### src/pba_pkg.sv
// Shared types, constants and a helper function of the page bitmap allocator.
package pba_pkg;

  localparam int unsigned MapWordsDefault = 1024;
  localparam int unsigned WordBits        = 32;
  localparam int unsigned PageShift       = 12;

  typedef enum logic [1:0] {
    ACT_ALLOC = 2'd0,
    ACT_FREE  = 2'd1,
    ACT_MARK  = 2'd2,
    ACT_READ  = 2'd3
  } action_e;

  typedef struct packed {
    action_e     action;
    logic [31:0] page_address;
    logic [9:0]  row_index;
  } req_t;

  typedef struct packed {
    logic        found;
    logic [31:0] alloc_address;
    logic [31:0] row_bits;
    logic        bad_address;
  } rsp_t;

  // Index of the lowest set bit of a word; zero when the word is zero.
  function automatic logic [4:0] lowest_set(input logic [31:0] word);
    logic [4:0] idx;
    idx = '0;
    for (int i = WordBits - 1; i >= 0; i--) begin
      if (word[i]) begin
        idx = 5'(i);
      end
    end
    return idx;
  endfunction

endpackage

### src/pba_ctrl.sv
// Request sequencer: clearing pass, read-modify-write and the allocate scan.
module pba_ctrl
  import pba_pkg::*;
#(
  parameter int unsigned MAP_WORDS = MapWordsDefault,
  parameter int unsigned AW        = (MAP_WORDS > 1) ? $clog2(MAP_WORDS) : 1
) (
  input  logic          clk_i,
  input  logic          rst_ni,
  input  logic          start,
  output logic          busy,
  input  req_t          req_i,
  output logic          done_o,
  output rsp_t          rsp_o,
  output logic          we_o,
  output logic [AW-1:0] waddr_o,
  output logic [31:0]   wdata_o,
  output logic          re_o,
  output logic [AW-1:0] raddr_o,
  input  logic [31:0]   rdata_i
);

  localparam int unsigned CW = $clog2(MAP_WORDS + 1);
  localparam logic [AW-1:0] LastWord  = AW'(MAP_WORDS - 1);
  localparam logic [CW-1:0] MapCount  = CW'(MAP_WORDS);
  localparam logic [15:0]   MapWords16 = 16'(MAP_WORDS);

  typedef enum logic [3:0] {
    ST_CLEAR  = 4'b0001,
    ST_IDLE   = 4'b0010,
    ST_MODIFY = 4'b0100,
    ST_SCAN   = 4'b1000
  } state_e;

  state_e        state_q, state_d;
  logic [AW-1:0] clr_q, clr_d;
  logic [AW-1:0] cur_q, cur_d;
  logic [CW-1:0] lb_q, lb_d;
  action_e       act_q, act_d;
  logic [4:0]    bit_q, bit_d;
  logic          done_q, done_d;
  rsp_t          rsp_q, rsp_d;

  logic [14:0]   in_word;
  logic          page_bad;
  logic          row_bad;
  logic          lb_empty;
  logic [4:0]    first_bit;
  logic [31:0]   bit_mask;
  logic [31:0]   scan_mask;

  // The low-water mark lb_q is the lowest word that may hold a free page.
  assign in_word   = req_i.page_address[31:17];
  assign page_bad  = {1'b0, in_word} >= MapWords16;
  assign row_bad   = 16'(req_i.row_index) >= MapWords16;
  assign lb_empty  = (lb_q == MapCount);
  assign first_bit = lowest_set(rdata_i);
  assign bit_mask  = 32'b1 << bit_q;
  assign scan_mask = 32'b1 << first_bit;

  always_comb begin
    state_d = state_q;
    clr_d   = clr_q;
    cur_d   = cur_q;
    lb_d    = lb_q;
    act_d   = act_q;
    bit_d   = bit_q;
    done_d  = 1'b0;
    rsp_d   = rsp_q;
    we_o    = 1'b0;
    waddr_o = cur_q;
    wdata_o = '0;
    re_o    = 1'b0;
    raddr_o = cur_q;
    case (state_q)
      ST_CLEAR: begin
        we_o    = 1'b1;
        waddr_o = clr_q;
        clr_d   = AW'(clr_q + 1'b1);
        if (clr_q == LastWord) begin
          state_d = ST_IDLE;
        end
      end
      ST_IDLE: begin
        if (start) begin
          act_d = req_i.action;
          bit_d = req_i.page_address[16:12];
          case (req_i.action)
            ACT_ALLOC: begin
              if (lb_empty) begin
                done_d = 1'b1;
                rsp_d  = '0;
              end else begin
                re_o    = 1'b1;
                raddr_o = AW'(lb_q);
                cur_d   = AW'(lb_q);
                state_d = ST_SCAN;
              end
            end
            ACT_FREE, ACT_MARK: begin
              if (page_bad) begin
                done_d            = 1'b1;
                rsp_d             = '0;
                rsp_d.bad_address = 1'b1;
              end else begin
                re_o    = 1'b1;
                raddr_o = AW'(in_word);
                cur_d   = AW'(in_word);
                state_d = ST_MODIFY;
              end
            end
            ACT_READ: begin
              if (row_bad) begin
                done_d            = 1'b1;
                rsp_d             = '0;
                rsp_d.bad_address = 1'b1;
              end else begin
                re_o    = 1'b1;
                raddr_o = AW'(req_i.row_index);
                cur_d   = AW'(req_i.row_index);
                state_d = ST_MODIFY;
              end
            end
            default: begin
              done_d = 1'b0;
            end
          endcase
        end
      end
      ST_MODIFY: begin
        done_d  = 1'b1;
        rsp_d   = '0;
        state_d = ST_IDLE;
        case (act_q)
          ACT_FREE: begin
            we_o    = 1'b1;
            wdata_o = rdata_i | bit_mask;
            if (CW'(cur_q) < lb_q) begin
              lb_d = CW'(cur_q);
            end
          end
          ACT_MARK: begin
            we_o    = 1'b1;
            wdata_o = rdata_i & ~bit_mask;
          end
          ACT_READ: begin
            rsp_d.row_bits = rdata_i;
          end
          default: begin
            we_o = 1'b0;
          end
        endcase
      end
      ST_SCAN: begin
        if (rdata_i != '0) begin
          we_o                = 1'b1;
          wdata_o             = rdata_i & ~scan_mask;
          done_d              = 1'b1;
          rsp_d               = '0;
          rsp_d.found         = 1'b1;
          rsp_d.alloc_address = 32'({cur_q, first_bit, 12'b0});
          lb_d                = CW'(cur_q);
          state_d             = ST_IDLE;
        end else if (cur_q == LastWord) begin
          done_d  = 1'b1;
          rsp_d   = '0;
          lb_d    = MapCount;
          state_d = ST_IDLE;
        end else begin
          re_o    = 1'b1;
          raddr_o = AW'(cur_q + 1'b1);
          cur_d   = AW'(cur_q + 1'b1);
        end
      end
      default: begin
        state_d = ST_IDLE;
      end
    endcase
  end

  always_ff @(posedge clk_i or negedge rst_ni) begin
    if (!rst_ni) begin
      state_q <= ST_CLEAR;
      clr_q   <= '0;
      lb_q    <= MapCount;
      done_q  <= 1'b0;
    end else begin
      state_q <= state_d;
      clr_q   <= clr_d;
      lb_q    <= lb_d;
      done_q  <= done_d;
    end
  end

  always_ff @(posedge clk_i) begin
    cur_q <= cur_d;
    act_q <= act_d;
    bit_q <= bit_d;
    rsp_q <= rsp_d;
  end

  assign busy   = (state_q != ST_IDLE);
  assign done_o = done_q;
  assign rsp_o  = rsp_q;

endmodule

### config.mk
export PLATFORM = sky130hd
export DESIGN_NAME = pba_ctrl
export DESIGN_NICKNAME = d
export VERILOG_FILES = /design/src/pba_pkg.sv /design/src/pba_ctrl.sv
export SDC_FILE = /design/constraint.sdc
export NUM_CORES = 1
export LEC_CHECK = 0
export ABC_CLOCK_PERIOD_IN_PS = 5900
export BUFFER_PORTS_ARGS = -buffer_cell sky130_fd_sc_hd__buf_2
export CAP_MARGIN = 20
export CORE_MARGIN = 10
export CORE_UTILIZATION = 40
export DETAILED_ROUTE_END_ITERATION = 10
export PLACE_DENSITY = 0.68
export SYNTH_ARGS = -nofsm -noshare
export SYNTH_HDL_FRONTEND = slang
export SYNTH_SLANG_ARGS = --single-unit
export TNS_END_PERCENT = 10
### constraint.sdc
create_clock -name clk_i -period 5.9 [get_ports clk_i]
set_clock_uncertainty 0.2 [all_clocks]
set_input_delay 0.59 -clock clk_i [delete_from_list [all_inputs] [get_ports clk_i]]
set_output_delay 0.59 -clock clk_i [all_outputs]
set_load 0.02 [all_outputs]
; After elaboration in Yosys (flattened, before gate mapping)
; Cells that the tools add are included.
; W data, S select, Z words.
[classes]
addsub = 2
order_cmp = 2
eq_ne = 24
shifts = 2
muxes = 81
n_bitwise = 5
n_reduce_logical = 10
[ops]
columns = cell, count
row1 = $mux W66, 5
row2 = $pmux W66 S3, 1
row3 = $mux W5, 32
row4 = $pmux W66 S2, 1
row5 = $pmux W32 S2, 2
row6 = $and A32 B32 Y32, 2
row7 = $mux W32, 2
row8 = $not A32 Y32, 2
row9 = $shl A1 B5 Y32 const A, 2
row10 = $mux W10, 6
row11 = $mux W11, 4
row12 = $or A32 B32 Y32, 1
row13 = $reduce_bool A32 Y1, 1
row14 = $pmux W10 S3, 1
row15 = $mux W4, 6
row16 = $pmux W4 S3, 2
row17 = $pmux W11 S2, 1
row18 = $add A10 B1 Y10 const B, 2
row19 = $eq A10 B10 Y1 const B, 2
row20 = $pmux W10 S2, 1
row21 = $ge A15 B11 Y1 const B, 1
row22 = $ne A3 B3 Y1 const B, 5
row23 = $mux W1, 12
row24 = $pmux W1 S3, 4
row25 = other kinds (19), 28
[totals]
reg_bits = 109
out_inout_bits = 122
wordCells = 137

; Logic depth before layout (Yosys ltp)
[depth]
depth_word = 37
mapped_depth = 9
ltp_nobuf = 9

; Least setup slack after synthesis
; Ideal clock, no wire load.
[synth_path]
path_type = input -> register
from = input port req_i[42] (netlist name)
to = register rsp_q, in the netlist rsp_o[0] (enable)
setup_time_ns = 0.456
arrival_time_ns = 3.786
setup_slack_ns = 1.459
path_stages = 7
path_cell_list = inv_1 -> ha_1 -> nor3b_1 -> clkbuf_1 -> a2111oi_0 -> nor3_1 -> nor2_1
[synth_between]
elab_chain_len = 4
elab_cells_between_ends = 9
classes_between = eq/ne: 6 / reduce/logical: 3
[synth_lines]
columns = item, line
row1 = start: declaration, pba_ctrl.sv:12  ; input req_t req_i,
row2 = $eq A2 B1 Y1 / $eq A2 B2 Y1 (equally long branches), pba_ctrl.sv:88  ; case (req_i.action)
row3 = $reduce_or A2 Y1, pba_ctrl.sv:88
row4 = $ne A3 B3 Y1 (no source line), --
row5 = $reduce_and A6 Y1 (no source line) *, --
row6 = end signal: assignment, pba_ctrl.sv:199  ; rsp_q <= rsp_d;
row7 = end: declaration, pba_ctrl.sv:42  ; rsp_t rsp_q, rsp_d;
; Every way passes the cells marked *; elsewhere a longest branch is shown, timed or not.
; A chain may end at the register's enable or synchronous reset.

; Worst setup path after layout
[layout_path]
from = input port rdata_i[8]
to = output port wdata_o[9]
[layout_between]
elab_chain_len = 14
elab_cells_between_ends = 15
classes_between = shift: 1 / mux: 11 / bitwise: 2 / reduce/logical: 1
[layout_lines]
columns = item, line
row1 = start: declaration, pba_ctrl.sv:20  ; input logic [31:0] rdata_i
row2 = $mux W5 (9 in a row), pba_pkg.sv:33  ; if (word[i]) begin
row3 = $shl A1 B5 Y32, pba_ctrl.sv:59  ; assign scan_mask = 32'b1 << first_bit;
row4 = $not A32 Y32, pba_ctrl.sv:157  ; wdata_o = rdata_i & ~scan_mask;
row5 = $and A32 B32 Y32, pba_ctrl.sv:157
row6 = $mux W32 *, pba_ctrl.sv:155  ; if (rdata_i != '0) begin
row7 = $pmux W32 S2 *, pba_ctrl.sv:75  ; case (state_q)
row8 = end: declaration, pba_ctrl.sv:17  ; output logic [31:0] wdata_o,
; Marks and branches as above.

==> results_dict.tcl <==
set metrics [dict create \
    status "completed" \
    cp-end-kind "output port" \
    gr-usage-all-layers_pct 19.3 \
    required_ns 5.11 \
    htree_levels 3 \
    fmaxAchievable_mhz 243 \
    synthArstFlopShare_pct 28.3 \
    worst_pin_slew_ns 1.07 \
    first_global_vias 5978 \
    grt_start_max_net_pins 42 \
    top_usage_layer "met2" \
    ys_seq_area_share_pct 39.2 \
    gr-total-overflow 0 \
    insertion_delay_ns 0.36 \
    ff2ff_path_depth 6 \
    ys_seq_elements 92 \
    antenna_found_initial 0 \
    period_share_pct 69.8 \
    ys_warn_count 0 \
    multi_input_area_mm2 0.00356 \
    fin_tns_setup_ns 0 \
    max-clock-path-buffers 2 \
    ys.flop_type "edfxtp_1" \
    cts_root_buf "clkbuf_16" \
    vias 6229 \
    path_class "primary input to output port" \
    clock-sinks 92 \
    rows 46 \
    cts_resized 0 \
    core_mm2 0.0159 \
    ant_nets 0 \
    cts_setup_buffers 0 \
    fin_nets 972 \
    die_area_mm2 0.0217 \
    cp.arrival_ns 3.33 \
    fin_crit_ns 4.12 \
    rsz0062_at_grt "no" \
    boundaryPins 201 \
    met3_usage_pct 5.93 \
    die_h_um 147 \
    diodes 0 \
    wl_per_cell_um 19.8 \
    hold_viol 0 \
    n_fill_cell 1560 \
    via_per_inst 5.68 \
    use_met1_pct 24.6 \
    drv_slew 0 \
    power_density_mw_per_mm2 328 \
    ctsHoldBuffers 0 \
    globalplace.congestion 0.904 \
    leakagePower_nw 3.37 \
    drc 0 \
    die_x_um 147 \
    dp_hpwl_um 16400 \
    grt_pass1_wl_um 33500 \
    grtUsageMet2_pct 30.5 \
    final-seq-area_mm2 0.00253 \
    syn_to_final_growth_pct 19.5 \
    slew_headroom_pct 28.4 \
    firstDrtPassIters 5 \
    syn_inst 735 \
    clk_pin_slew_ns 0.07 \
    start_util_pct 40.7 \
    drive_gt1_share_pct 26.6 \
    cts_inserted_buffers 9 \
    cts_tree "built" \
    maxCapViolCount 0 \
    avgSynthCellArea_um2 8.80 \
    setup_violations 0 \
    final_util_pct 48.7 \
    critPathMaxFanout 32 \
    start_kind "primary input" \
    hold_path_class "primary input to async pin" \
    synth_edf_count 56 \
    drt-initial-drc-count 702 \
    synth.distinct_cells 74 \
    drt-total-wl_um 21800 \
    ir_worst_vdd_mv 0.300 \
    portBuffers 171 \
    syn_area_mm2 0.00647 \
]
sequential cells by signal, indices dropped and copies added, names as in the netlist:
register	count
state_q	4
lb_q	11
bit_q	5
clr_q	10
act_q	2
rsp_o	49
done_o	1
cur_q	10
layout by cell type (no fill, tap or decap), types with 7 or more instances in the layout:
master	count
nand3_1	18
nor3_1	30
dfxtp_1	10
nor4_1	8
nor2_1	33
nand4_1	7
dfrtp_1	24
inv_1	31
a21oi_1	86
clkbuf_16	11
buf_4	7
ha_1	17
edfxtp_1	56
nor2b_1	10
conb_1	17
mux2i_1	10
a221oi_1	8
buf_2	171
nor3b_1	8
mux2_2	7
nand2b_1	8
o31ai_1	12
and2_1	13
nand2_1	88
o21ai_0	33
and3_1	34
o211ai_1	11
a31o_2	9
layout make-up:
type,count,share of cell area (%)
multi-input combinational,562,46.1
tap,216,3.50
timing repair buffer,179,12.1
inverter,32,1.55
clock buffer,14,3.84
sequential,92,32.8
clock inverter,2,0.162
final timing paths:
path | startpoint | endpoint | slack, ns
min reg2reg | clr_q[9]$_DFFE_PN0P_ | clr_q[9]$_DFFE_PN0P_ | 0.30
min in group clk_i | req_i[23] | bit_q[1]$_DFFE_PP_ | 0.21
min | rst_ni | lb_q[1]$_DFFE_PN0P_ | 0.04
max | rdata_i[8] | wdata_o[9] | 1.78
max reg2reg | state_q[3]$_DFFE_PN0P_ | rsp_o[28]$_DFFE_PP_ | 2.36
max in group asynchronous | rst_ni | clr_q[8]$_DFFE_PN0P_ | 5.04
metrics by stage:
stage	hold WS, ns	cell area (um2)	setup slack, ns	power (mW)	std cells
floorplan	0.0944	6530	1.46	1.60	751
global placement	0.283	7390	1.91	1.93	1080
detailed placement	0.290	7390	1.91	1.94	1080
CTS	0.0632	7700	1.87	2.54	1096
global route	0.0902	7730	1.54	2.69	1097
finish	0.0380	7730	1.78	2.54	1097
cell families (layout without fill, tap and decap cells):
| group | count (synthesis) | count (layout) | share of synthesized area (%) |
|---|---|---|---|
| buffers and inverters | 97 | 227 | 7.04 |
| flip-flops | 92 | 92 | 39.2 |
| other | 1 | 17 | 0.0579 |
| adder cells (fa/ha/maj) | 17 | 17 | 3.29 |
| AO/OA/AOI/OAI | 208 | 208 | 20.7 |
| XOR/XNOR | 10 | 10 | 1.35 |
| AND/OR/NAND/NOR | 293 | 293 | 25.6 |
| multiplexers | 17 | 17 | 2.77 |
power breakdown:
group / switching, mW / internal [mW] / total, mW / leakage, nW
Clock: 0.245 / 0.349 / 0.594 / 0.151
Sequential: 0.131 / 0.846 / 0.978 / 0.967
Combinational: 0.655 / 0.310 / 0.965 / 2.25
Total: 1.03 / 1.51 / 2.54 / 3.37
synthesized netlist by cell type, types with 11 or more instances:
cell / n / area [um2]
o31ai_1: 12 / 90.1
buf_4: 19 / 143
o211ai_1: 11 / 82.6
clkbuf_1: 38 / 143
a21oi_1: 86 / 430
edfxtp_1: 56 / 1680
dfrtp_1: 24 / 601
and3_1: 34 / 213
nor3_1: 30 / 150
o21ai_0: 33 / 165
nand3_1: 18 / 90.1
inv_1: 31 / 116
and2_1: 13 / 81.3
nor2_1: 34 / 128
ha_1: 17 / 213
nand2_1: 88 / 330
critical path, stage by stage:
cell	delay, ns
buf_2	0.17
nor4_2	0.43
and4_1	0.38
nand2_1	0.13
nand2_1	0.47
clkinv_1	0.30
buf_4	0.33
a21oi_1	0.18
a31oi_1	0.08
buf_2	0.25
per-layer routing:
metal	share of wire, %	vias up
li1	-	2993
met1	42	2887
met2	46	317
met3	10	32
met4	2.0	0
met5	0	-
(Power assumes the default switching activity.)
